**src/rtl/core/cfbl_pkg.sv**
```systemverilog
// ----------------------------------------------------------------------------
// cfbl_pkg: shared definitions for the chained free-block list
// Sizes, command and status codes, sequencer states, the result bundle and
// the chain entry address helper.
// ----------------------------------------------------------------------------
package cfbl_pkg;

  localparam int CACHE_SLOTS = 100;
  // Power of two: a block number wraps into the chain store by its low bits.
  localparam int BLOCK_COUNT = 1024;
  localparam int ENTRY_WORDS = CACHE_SLOTS + 1;

  localparam int BLK_W       = 10;
  localparam int COUNT_W     = $clog2(CACHE_SLOTS + 1);
  localparam int SLOT_AW     = $clog2(CACHE_SLOTS);
  localparam int IDX_W       = $clog2(CACHE_SLOTS + 2);
  localparam int BIDX_W      = $clog2(BLOCK_COUNT);
  localparam int CHAIN_DEPTH = BLOCK_COUNT * ENTRY_WORDS;
  localparam int CHAIN_AW    = $clog2(CHAIN_DEPTH);

  localparam logic CMD_FREE     = 1'b0;
  localparam logic CMD_ALLOC    = 1'b1;
  localparam logic STATUS_DONE  = 1'b0;
  localparam logic STATUS_EMPTY = 1'b1;

  typedef enum logic [2:0] {
    ST_IDLE,
    ST_POP,
    ST_SPILL,
    ST_REFILL,
    ST_RESP
  } cfbl_state_t;

  typedef struct packed {
    logic               status;
    logic [BLK_W-1:0]   allocated_block;
    logic [COUNT_W-1:0] cached_count;
    logic               modified;
  } cfbl_result_t;

  // First word of a block's chain entry: (block mod BLOCK_COUNT) * ENTRY_WORDS.
  function automatic logic [CHAIN_AW-1:0] entry_base(input logic [BLK_W-1:0] blk);
    logic [BIDX_W-1:0] bidx;
    bidx = BIDX_W'(blk);
    return CHAIN_AW'(bidx) * CHAIN_AW'(ENTRY_WORDS);
  endfunction

endpackage

```
**src/rtl/core/cfbl_ctrl.sv**
```systemverilog
// ----------------------------------------------------------------------------
// cfbl_ctrl: allocator sequencer
// Push, pop, spill and refill steps over the slot and chain RAMs, with one
// shared chain address adder (entry base plus word index).
// ----------------------------------------------------------------------------
module cfbl_ctrl (
  input  logic                           clk,
  input  logic                           rst,
  input  logic                           start,
  input  logic                           cmd,
  input  logic [cfbl_pkg::BLK_W-1:0]     block_number,
  output logic                           busy,
  output logic                           res_valid,
  input  logic                           res_take,
  output cfbl_pkg::cfbl_result_t         res,
  output logic                           slot_we,
  output logic [cfbl_pkg::SLOT_AW-1:0]   slot_addr,
  output logic [cfbl_pkg::BLK_W-1:0]     slot_wdata,
  input  logic [cfbl_pkg::BLK_W-1:0]     slot_rdata,
  output logic                           chain_we,
  output logic [cfbl_pkg::CHAIN_AW-1:0]  chain_addr,
  output logic [cfbl_pkg::BLK_W-1:0]     chain_wdata,
  input  logic [cfbl_pkg::BLK_W-1:0]     chain_rdata
);
  import cfbl_pkg::*;

  localparam logic [IDX_W-1:0]   SPILL_LAST  = IDX_W'(CACHE_SLOTS);
  localparam logic [IDX_W-1:0]   REFILL_LAST = IDX_W'(CACHE_SLOTS + 1);
  localparam logic [IDX_W-1:0]   IDX_ONE     = IDX_W'(1);
  localparam logic [IDX_W-1:0]   IDX_TWO     = IDX_W'(2);
  localparam logic [COUNT_W-1:0] FULL_COUNT  = COUNT_W'(CACHE_SLOTS);
  localparam logic [BLK_W-1:0]   FULL_WORD   = BLK_W'(CACHE_SLOTS);

  cfbl_state_t         state, state_next;
  logic [COUNT_W-1:0]  count;
  logic                changed;
  logic [IDX_W-1:0]    idx;
  logic [CHAIN_AW-1:0] base;
  logic [BLK_W-1:0]    pend_blk;
  logic                res_status;
  logic [BLK_W-1:0]    res_block;

  logic [COUNT_W-1:0]  count_dec;
  logic [IDX_W-1:0]    idx_m2;
  logic                cache_full;
  logic                count_zero;

  assign count_dec  = count - COUNT_W'(1);
  assign idx_m2     = idx - IDX_TWO;
  assign cache_full = (count >= FULL_COUNT);
  assign count_zero = (count == '0);

  // shared address unit: entry base plus word index
  assign chain_addr = base + CHAIN_AW'(idx);

  assign busy      = (state != ST_IDLE);
  assign res_valid = (state == ST_RESP);
  assign res       = '{status: res_status, allocated_block: res_block,
                       cached_count: count, modified: changed};

  always_comb begin
    state_next = state;
    unique case (state)
      ST_IDLE: begin
        if (start) begin
          if (cmd == CMD_FREE) begin
            state_next = cache_full ? ST_SPILL : ST_RESP;
          end else begin
            state_next = count_zero ? ST_RESP : ST_POP;
          end
        end
      end
      ST_POP: begin
        if (slot_rdata == '0) begin
          state_next = count_zero ? ST_RESP : ST_POP;
        end else begin
          state_next = count_zero ? ST_REFILL : ST_RESP;
        end
      end
      ST_SPILL:  if (idx == SPILL_LAST) state_next = ST_RESP;
      ST_REFILL: if (idx == REFILL_LAST) state_next = ST_RESP;
      ST_RESP:   if (res_take) state_next = ST_IDLE;
      default:   state_next = ST_IDLE;
    endcase
  end

  always_comb begin
    slot_we     = 1'b0;
    slot_addr   = '0;
    slot_wdata  = pend_blk;
    chain_we    = 1'b0;
    chain_wdata = slot_rdata;
    unique case (state)
      ST_IDLE: begin
        if (start) begin
          if (cmd == CMD_FREE) begin
            if (!cache_full) begin
              slot_we    = 1'b1;
              slot_addr  = count[SLOT_AW-1:0];
              slot_wdata = block_number;
            end
          end else if (!count_zero) begin
            slot_addr = count_dec[SLOT_AW-1:0];
          end
        end
      end
      ST_POP: begin
        if (!count_zero) begin
          slot_addr = count_dec[SLOT_AW-1:0];
        end
      end
      ST_SPILL: begin
        // read slot i while writing chain word i, which takes slot i-1 (word 0 takes the count)
        if (idx == SPILL_LAST) begin
          slot_we   = 1'b1;
          slot_addr = '0;
        end else begin
          slot_addr = idx[SLOT_AW-1:0];
        end
        chain_we = 1'b1;
        if (idx == '0) begin
          chain_wdata = BLK_W'(count);
        end
      end
      ST_REFILL: begin
        // chain word k arrives in the cycle after its read and lands in slot k-1
        if (idx >= IDX_TWO) begin
          slot_we    = 1'b1;
          slot_addr  = idx_m2[SLOT_AW-1:0];
          slot_wdata = chain_rdata;
        end
      end
      ST_RESP: begin
      end
      default: begin
      end
    endcase
  end

  always_ff @(posedge clk) begin
    if (rst) begin
      state   <= ST_IDLE;
      count   <= '0;
      changed <= 1'b0;
    end else begin
      state <= state_next;
      unique case (state)
        ST_IDLE: begin
          if (start) begin
            res_status <= STATUS_DONE;
            res_block  <= '0;
            idx        <= '0;
            if (cmd == CMD_FREE) begin
              changed  <= 1'b1;
              pend_blk <= block_number;
              base     <= entry_base(block_number);
              if (!cache_full) begin
                count <= count + COUNT_W'(1);
              end
            end else if (!count_zero) begin
              count   <= count_dec;
              changed <= 1'b1;
            end else begin
              res_status <= STATUS_EMPTY;
            end
          end
        end
        ST_POP: begin
          if (slot_rdata == '0) begin
            if (count_zero) begin
              res_status <= STATUS_EMPTY;
            end else begin
              count <= count_dec;
            end
          end else begin
            res_block <= slot_rdata;
            base      <= entry_base(slot_rdata);
          end
        end
        ST_SPILL: begin
          idx <= idx + IDX_ONE;
          if (idx == SPILL_LAST) begin
            count <= COUNT_W'(1);
          end
        end
        ST_REFILL: begin
          idx <= idx + IDX_ONE;
          if (idx == IDX_ONE) begin
            count <= (chain_rdata > FULL_WORD) ? FULL_COUNT : COUNT_W'(chain_rdata);
          end
        end
        ST_RESP: begin
        end
        default: begin
        end
      endcase
    end
  end

endmodule
```
**config.mk**
```make
export PLATFORM = sky130hd
export DESIGN_NAME = cfbl_ctrl
export DESIGN_NICKNAME = d
export VERILOG_FILES = /design/src/rtl/core/cfbl_pkg.sv /design/src/rtl/core/cfbl_ctrl.sv
export SDC_FILE = /design/constraint.sdc
export NUM_CORES = 1
export LEC_CHECK = 0
export BUFFER_PORTS_ARGS = -buffer_cell sky130_fd_sc_hd__buf_2
export CORE_MARGIN = 4
export CORE_UTILIZATION = 39
export DETAILED_ROUTE_END_ITERATION = 8
export GPL_ROUTABILITY_DRIVEN = 0
export PLACE_DENSITY = 0.66
export SLEW_MARGIN = 30
export SYNTH_ARGS = -nofsm -noshare
export SYNTH_HDL_FRONTEND = slang
export SYNTH_SLANG_ARGS = --single-unit
```
**constraint.sdc**
```tcl
create_clock -name clk -period 3.74 [get_ports clk]
set_input_delay 0.561 -clock clk [delete_from_list [all_inputs] [get_ports clk]]
set_output_delay 0.561 -clock clk [all_outputs]
set_load 0.05 [all_outputs]
```
==> impl_metrics.tcl, run 1 <==
set metrics [dict create \
    grt.total_usage_pct 19.3 \
    netlist_instances 757 \
    slew_headroom_pct 48.6 \
    dp.final_hpwl_um 15000 \
    synth_top_area_cell "ha_1" \
    root_buffer "clkbuf_16" \
    synth_nets 930 \
    end_kind "flop" \
    synth_flop_cell "edfxtp_1" \
    nets 1093 \
    dr.first_iter.drc_count 464 \
    overflow 0 \
    drc 0 \
    ys_types 68 \
    fin_crit_ns 3.62 \
    slowest_stage "fa_1" \
    wire_per_inst_um 16.4 \
    p_per_area_mw_per_mm2 648 \
    yosysSeqAreaShare_pct 23.8 \
    core-area_mm2 0.0166 \
    max_freq_ghz 0.277 \
    reg2reg_from "count[0]" \
    clock-sinks 56 \
    critPathBufInv 3 \
    rr_worst_depth 8 \
    synth_edf_count 45 \
    port_buffers 101 \
    setup_violations 0 \
    async_flop_share_pct 0 \
    n_fill_cell 1636 \
    slowest_delay_ns 0.49 \
    endpoint "base[16]" \
    cp.depth 14 \
    wirelength_um 18700 \
    r2r-end "count[0]" \
    antenna_found_initial 0 \
    crit_arrival_ns 3.77 \
    avgViaCountPerCell 5.39 \
    tightestPinTransition_ns 0.769 \
    critPathMaxFanout 4 \
    num_rows 47 \
    worstHoldPathType "flop to flop" \
    cts_tree "built" \
    hold_viol 0 \
    die_height_um 138 \
    crit_chain "buf_2 > ha_1 > inv_1 > fa_1 > inv_1 > ha_4 > fa_1 > ha_1 > and2_1 > nand3_1 > a21oi_2 > o21a_1 > or4_1 > nor3_2" \
    clkLatencyLatePin_ns 0.30 \
    grt_max_degree 33 \
    syn_to_final_growth_pct 23.8 \
    ant_nets 0 \
    yosys.cell_count.top_type "ha_1" \
    synthTopCellsByArea "ha_1 (23%), edfxtp_1 (20%), fa_1 (5.8%)" \
    pre_cts_ws_ns -0.375 \
    fin_skew_ns 0.00731 \
    worstPathRequired_ns 3.90 \
    grt_pass1_wl_um 30800 \
    hold_buffers 0 \
    die_x_um 138 \
    cap_violations 0 \
    cts_buffers 5 \
    ys_warn_count 0 \
    hold_ws_ns 0.477 \
    status "completed" \
    antenna_cells 0 \
    critical-path-top-delay-family "adder cells" \
    vias 6150 \
    startpoint_type "input pin" \
    clkTransAtPathRegs_ns 0.08 \
    min_period_over_period_pct 96.7 \
    synth_top_area_share_pct 22.5 \
    startpoint "block_number[2]" \
    crit_type "input pin to flop" \
    grt_pass1_vias 6072 \
    io_pins 102 \
    ff2ff_setup_slack_ns 1.21 \
    start_util_pct 39.8 \
    drt-pass1-iter-count 5 \
    fin_ws_ns 0.124 \
    drive_gt1_share_pct 24.4 \
    p_leak_nw 3.97 \
    synth.ff_latch_count 56 \
    vdd_drop_max_v 0.000393 \
    syn_avg_cell_area_um2 8.73 \
    syn-cell-area_mm2 0.00661 \
    clockBufferDepth 2 \
    htree_levels 2 \
    slew_violations 0 \
    dieArea_mm2 0.0191 \
    synth_common_cells "ha_1 (119), nand2_1 (77), inv_1 (66)" \
]
[layer usage]
layer  global-route usage [%]  vias to the layer above  share of wire [%]
li1                         -                     3031                  -
met1                     25.0                     2913                 43
met2                     33.8                      172                 50
met3                     2.14                       34                4.3
met4                     5.88                        0                2.7
met5                        0                        -                  0
[layout by cell type (no fill, tap or decap), types with 4 or more instances in the layout]
| cell type | Yosys | final |
|---|---|---|
| nor4_1 | 6 | 6 |
| o21ai_0 | 27 | 23 |
| o22ai_1 | 5 | 4 |
| a22oi_1 | 11 | 11 |
| buf_2 | 8 | 101 |
| inv_1 | 66 | 66 |
| nand2b_1 | 11 | 11 |
| o21a_1 | 4 | 4 |
| nor2_1 | 59 | 58 |
| nand2_1 | 77 | 77 |
| and3_1 | 9 | 9 |
| a211oi_1 | 9 | 8 |
| clkbuf_16 | 0 | 5 |
| edfxtp_1 | 45 | 45 |
| mux2i_1 | 9 | 9 |
| xnor2_1 | 27 | 27 |
| dfxtp_1 | 11 | 11 |
| xor2_1 | 20 | 20 |
| nand3_1 | 25 | 25 |
| fa_1 | 19 | 19 |
| ha_4 | 0 | 5 |
| a21oi_1 | 40 | 37 |
| a21o_1 | 13 | 13 |
| or4_1 | 5 | 4 |
| ha_1 | 119 | 114 |
| nor2b_1 | 10 | 10 |
| nor3_1 | 18 | 17 |
| o21ai_1 | 4 | 6 |
| o211ai_1 | 7 | 7 |
| a221oi_1 | 5 | 5 |
| and2_1 | 5 | 5 |
| or3_1 | 4 | 4 |
| buf_4 | 3 | 89 |
| nand4_1 | 4 | 4 |
[registers in the layout (all words and copies together) (netlist names)]
register / count
res_block: 10
changed: 1
count: 7
pend_blk: 10
state: 3
base: 17
idx: 7
res_status: 1
[worst register-to-register path, stage by stage (launching register included)]
cell      delay, ns
dfxtp_1        0.31
inv_1          0.08
ha_1           0.21
or3b_4         0.43
or4_1          0.60
ha_1           0.35
a221oi_1       0.29
mux2i_1        0.12
nor2_1         0.08
[cells by family (layout without fill, tap and decap cells)]
kind of cell | count (synthesis) | after routing | synth area share [%]
simple gates | 247 | 247 | 18.0
compound gates | 157 | 157 | 15.8
fa+ha+maj | 138 | 138 | 28.3
buf+inv | 102 | 266 | 6.31
flops | 56 | 56 | 23.8
xor+xnor | 47 | 47 | 6.23
mux | 10 | 10 | 1.53
[layout make-up]
type / instances / area, µm² / area share [%]
Sequential cell: 56 / 1570 / 19.2
Timing Repair Buffer: 190 / 1170 / 14.3
Tap cell: 220 / 275 / 3.36
Multi-Input combinational cell: 599 / 4750 / 58.0
Inverter: 68 / 260 / 3.18
Clock buffer: 6 / 139 / 1.70
Clock inverter: 2 / 13.8 / 0.168
[worst min path at each step]
stage / from / end / slack, ns / depth (start not counted)
2_1_floorplan: changed / changed / 0.44 / 2
3_3_place_gp: changed / changed / 0.46 / 2
3_5_place_dp: changed / changed / 0.47 / 2
4_1_cts: changed / changed / 0.49 / 2
5_1_grt: block_number[9] / pend_blk[9] / 0.51 / 1
6_report: changed / changed / 0.48 / 2
[per-stage QoR]
stage	cells	area [µm²]	power (mW)	utilization, %	setup TNS [ns]
after floorplan	757	6630	3.65	-	0
after global placement	1133	7920	4.66	47.8	-1.57
after CTS	1141	8080	5.23	48.7	0
final	1141	8180	5.30	49.3	0
after detailed placement	1133	7920	4.70	47.8	-1.96
after global routing	1141	8180	5.71	49.3	-0.0300
[what timing repair did]
item                                   in CTS  in global routing
endpoints found under the hold margin       0                  0
pin swaps                                   0                 11
setup endpoints to repair                   1                  7
setup buffers                               0                  0
gates resized for setup                     1                 19
[where the power goes]
group / switching, mW / total [mW] / internal [mW]
sequential: 0.137 / 1.01 / 0.870
combinational: 2.41 / 3.78 / 1.38
clock: 0.244 / 0.514 / 0.269
total: 2.79 / 5.30 / 2.51
No activity file was read; power rests on OpenSTA's default activity.
==> run 2, diff against run 1 <==
PLACE_DENSITY = 0.63   (was 0.66)
clock period = 4 ns   (was 3.74 ns; I/O delays follow)
==> run 2 against run 1 <==
Die area stayed put; sequential cell count did not move; critical path depth is 1 lower; non-clock buffer count is 39 lower; global-route usage is 0.55 points lower; sequential power decreased by 5%; critical endpoint is now base[15]; design area shrank 5.1%; clock power is 6.8% lower.
==> impl_metrics.tcl, run 2 (same netlist as run 1, synthesis figures left out) <==
set metrics [dict create \
    slew_headroom_pct 43.3 \
    wire_per_inst_um 16.6 \
    dieArea_mm2 0.0191 \
    hold_ws_ns 0.479 \
    hold_buffers 0 \
    tightestPinTransition_ns 0.847 \
    post_cts_buffers 0 \
    avgViaCountPerCell 5.46 \
    drive_gt1_share_pct 19.2 \
    rsz0062_at_grt "false" \
    vias 6020 \
    final_area_mm2 0.00776 \
    topRoutingLayerUsed "met4" \
    fin_cells 1102 \
    startpoint_type "input pin" \
    postPlaceCellArea_mm2 0.00761 \
    final_util_pct 46.8 \
    n_fill_cell 1678 \
    status "completed" \
    fin_crit_ns 3.73 \
    drt-pass1-iter-count 7 \
    grt_pass1_wl_um 29600 \
    final_cell_mix "ha_1 (119), buf_2 (101), nand2_1 (77)" \
    wl_met3_um 1070 \
    min_period_over_period_pct 93.3 \
    overflow 0 \
    dp.final_hpwl_um 14700 \
    vdd_drop_max_v 0.000368 \
    worstPathRequired_ns 4.06 \
    start_util_pct 39.8 \
    worstHoldPathType "flop to flop" \
    p_per_area_mw_per_mm2 610 \
    antenna_found_initial 0 \
    largest_reg_flops 17 \
    end_kind "flop" \
    pre_cts_ws_ns -0.106 \
    die_height_um 138 \
    root_buffer "clkbuf_16" \
    syn_to_final_growth_pct 17.5 \
    p_leak_nw 3.76 \
    fin_ws_ns 0.268 \
    cap_violations 0 \
    r2r-end "count[0]" \
    dr.first_iter.drc_count 445 \
    num_rows 47 \
    holdPathStages 2 \
    wirelength_um 18300 \
    reg2reg_from "count[1]" \
    crit_type "input pin to flop" \
    setup_violations 0 \
    dp.cells 1094 \
    grt_max_degree 33 \
    io_pins 102 \
    antenna_cells 0 \
    cts_tree "built" \
    crit_arrival_ns 3.79 \
    ff2ff_setup_slack_ns 1.34 \
    fin_skew_ns 0.00790 \
    regMostFlops "base" \
    grt_pass1_vias 5781 \
    clock-sinks 56 \
    cts.repair.resized 0 \
    port_buffers 101 \
    clkLatencyLatePin_ns 0.31 \
    clkTransAtPathRegs_ns 0.08 \
    ant_nets 0 \
    hold_end "changed" \
    final.setup.tns_ns 0 \
    met1_length_um 7960 \
    nets 1054 \
    worstHoldStart "changed" \
    clockBufferDepth 2 \
    hold_viol 0 \
    cts_buffers 5 \
    die_x_um 138 \
    p_total_mw 4.74 \
    drc 0 \
    htree_levels 2 \
    critPathMaxFanout 3 \
    reg_top3 "base: 17 flops, pend_blk: 10 flops, res_block: 10 flops" \
    grt.total_usage_pct 18.7 \
    slew_violations 0 \
    max_freq_ghz 0.268 \
    rr_worst_depth 8 \
    core-area_mm2 0.0166 \
    wl_met2_um 8910 \
    final_common_cell "ha_1" \
]
==> run 2: changes by cell type in the layout (fill, tap and decap cells not counted), sizes merged <==
cell	previous run	this run
buf	190	151
clkinvlp	0	1
clkinv	1	0
inv	69	70
clkbuf	6	5
==> run 2: metal layers <==
metal  vias to the layer above  GRT usage (%)
li1                       2957              -
met1                      2858           24.6
met2                       180           31.7
met3                        25           3.42
met4                         0           5.15
met5                         -              0
==> run 2: worst max path at each step <==
stage                           to  depth (start not counted)            start  slack, ns
after floorplan           base[14]                         12    slot_rdata[1]       0.16
after global placement    base[15]                         13  block_number[3]      -0.05
after detailed placement  base[15]                         13  block_number[3]      -0.11
after CTS                 base[15]                         13  block_number[2]       0.22
after global routing      base[15]                         13  block_number[3]       0.05
final                     base[15]                         13  block_number[2]       0.27
==> run 2: final cells by class <==
cell class | instances | area (µm²) | share of cell area, %
tap | 220 | 275 | 3.55
clock inverter | 3 | 25.0 | 0.322
timing repair buffer | 151 | 881 | 11.3
clock buffer | 5 | 125 | 1.61
inverter | 68 | 260 | 3.35
sequential | 56 | 1570 | 20.2
multi-input combinational | 599 | 4620 | 59.6
==> run 2: power breakdown <==
group	leakage, nW	internal [mW]	switching (mW)
registers	0.512	0.813	0.151
logic	3.18	1.15	2.14
clock network	0.0708	0.238	0.241
==> run 2: worst max-delay path: stages <==
cell and delay (ns):
buf_2 0.13, ha_1 0.28, inv_1 0.05, fa_1 0.49, inv_1 0.04, ha_1 0.30
fa_1 0.47, ha_1 0.24, or4_1 0.47, o22ai_1 0.26, o21ai_1 0.14, xnor2_1 0.20
mux2i_1 0.10
==> run 3, diff against run 2 <==
BUFFER_PORTS_ARGS = -buffer_cell sky130_fd_sc_hd__buf_4   (was -buffer_cell sky130_fd_sc_hd__buf_2)
==> run 3 against run 2 <==
Utilization rose by 1.6 points; global-route usage hardly changed; sequential cell count stayed put; clock skew increased by 0.00051 ns; die area stayed put; non-clock buffer count up 2; hold slack gained 0.012 ns; clock power is essentially flat; via count fell by 1.4%; largest power group unchanged.
==> impl_metrics.tcl, run 3 (same netlist as run 1, synthesis figures left out) <==
set metrics [dict create \
    syn_to_final_growth_pct 21.6 \
    crit_arrival_ns 3.93 \
    critical-path-top-delay-family "adder cells" \
    cts_tree "built" \
    clockPowerShare_pct 9.9 \
    slowest_delay_ns 0.50 \
    p_leak_nw 3.85 \
    p_switching_mw 2.54 \
    grt_max_degree 37 \
    combPwrFrac_pct 70.3 \
    htree_levels 2 \
    port_buffers 101 \
    wire_per_inst_um 16.4 \
    vdd_drop_max_v 0.000369 \
    clock-sinks 56 \
    cts_buffers 5 \
    rsz0062_at_grt "false" \
    fin_skew_ns 0.00841 \
    slew_violations 0 \
    hold_ws_ns 0.491 \
    cap_violations 0 \
    clockBufferDepth 2 \
    drc 0 \
    die_height_um 138 \
    startpoint_type "input pin" \
    nets 1056 \
    cts.repair.resized 0 \
    wirelength_um 18100 \
    largest_reg_flops 17 \
    max_freq_ghz 0.265 \
    overflow 0 \
    reg_top3 "base: 17 flops, pend_blk: 10 flops, res_block: 10 flops" \
    worstPathRequired_ns 4.15 \
    status "completed" \
    setup_violations 0 \
    dp.final_hpwl_um 14700 \
    antenna_found_initial 0 \
    hold_buffers 0 \
    slew_headroom_pct 39.5 \
    post_cts_buffers 0 \
    avgViaCountPerCell 5.38 \
    netSwitchingFraction_pct 52.1 \
    p_per_area_mw_per_mm2 607 \
    num_rows 47 \
    antenna_cells 0 \
    final.setup.tns_ns 0 \
    io_pins 102 \
    final_common_cell "buf_4" \
    core-area_mm2 0.0166 \
    tightestPinTransition_ns 0.905 \
    pwr-share-seq_pct 19.9 \
    grt.total_usage_pct 18.7 \
    ant_nets 0 \
    drive_gt1_share_pct 19.3 \
    root_buffer "clkbuf_16" \
    hold_viol 0 \
    dr.first_iter.drc_count 439 \
    slowest_stage "or4_1" \
    final_cell_mix "buf_4 (153), ha_1 (119), nand2_1 (77)" \
    die_x_um 138 \
    vias 5936 \
    start_util_pct 39.8 \
    dieArea_mm2 0.0191 \
    critPathBufInv 3 \
    worst_path_most_repeated_cell "ha_1" \
    crit_type "input pin to flop" \
    end_kind "flop" \
    drt-pass1-iter-count 5 \
    fin_crit_ns 3.78 \
    worstHoldPathType "flop to flop" \
    grt_pass1_wl_um 29400 \
    grt_pass1_vias 5687 \
    clkLatencyLatePin_ns 0.31 \
    regMostFlops "base" \
    p_int_mw 2.34 \
    critPathMaxFanout 4 \
    crit_chain "buf_4 > ha_1 > fa_1 > ha_1 > inv_1 > fa_1 > inv_1 > ha_1 > and2_1 > nand3_1 > a21oi_1 > nor3_1 > or4_1 > nor3_1" \
    clkTransAtPathRegs_ns 0.08 \
    min_period_over_period_pct 94.4 \
]
run 3: cell types whose count changed in the layout (fill, tap and decap cells not counted):
cell      change
buf_2       -101
buf_4       +103
clkinv_4      +1
inv_6         -2
inv_8         +1
run 3: power by group through the flow:
| stage | clock network [mW] | registers (mW) | logic [mW] |
|---|---|---|---|
| after floorplan | 0 | 1.06 | 2.34 |
| after global placement | 0 | 0.980 | 3.41 |
| after detailed placement | 0 | 0.980 | 3.43 |
| after CTS | 0.491 | 0.967 | 3.45 |
| after global routing | 0.518 | 0.987 | 3.73 |
| final | 0.481 | 0.968 | 3.43 |
run 3: layout make-up:
type                            count  area, µm²
Clock buffer                        5        125
Multi-Input combinational cell    599       4620
Timing Repair Buffer              153       1150
Tap cell                          220        275
Clock inverter                      3       27.5
Sequential cell                    56       1570
Fill cell                        1638       8550
Inverter                           68        260
run 3: path summary, 6_finish.rpt:
| check | start | endpoint | slack (ns) | cells after the start |
|---|---|---|---|---|
| max | block_number[2] | base[16] | 0.22 | 14 |
| min | changed | changed | 0.49 | 2 |
| max reg2reg | count[2] | count[0] | 1.44 | 6 |
| min reg2reg | changed | changed | 0.49 | 2 |
run 3: worst reg2reg max path, delay by kind of cell (launching register included):
kind,cells,cell delay (ns)
flip-flops,1,0.53
AND/OR/NAND/NOR,3,1.22
adder cells (fa/ha/maj),1,0.36
multiplexers,1,0.12
AO/OA/AOI/OAI,1,0.29
run 3: per-layer routing:
layer | up-vias | global-route usage, % | wire length, µm
met3 | 27 | 3.42 | 849
met4 | 0 | 5.88 | 410
met5 | - | 0 | 0
li1 | 2955 | - | -
met1 | 2789 | 25.4 | 8300
met2 | 165 | 30.3 | 8540
run 3: per-stage QoR:
step / util, % / total power, mW / instances / setup WS (ns) / cell area [µm²]
6_report: 48.4 / 4.88 / 1104 / 0.223 / 8030
5_1_grt: 48.4 / 5.24 / 1104 / 0.00971 / 8030
4_1_cts: 48.4 / 4.90 / 1104 / 0.227 / 8030
3_5_place_dp: 47.5 / 4.41 / 1096 / -0.109 / 7880
3_3_place_gp: 47.5 / 4.39 / 1096 / -0.0721 / 7880
2_1_floorplan: - / 3.40 / 757 / 0.158 / 6610
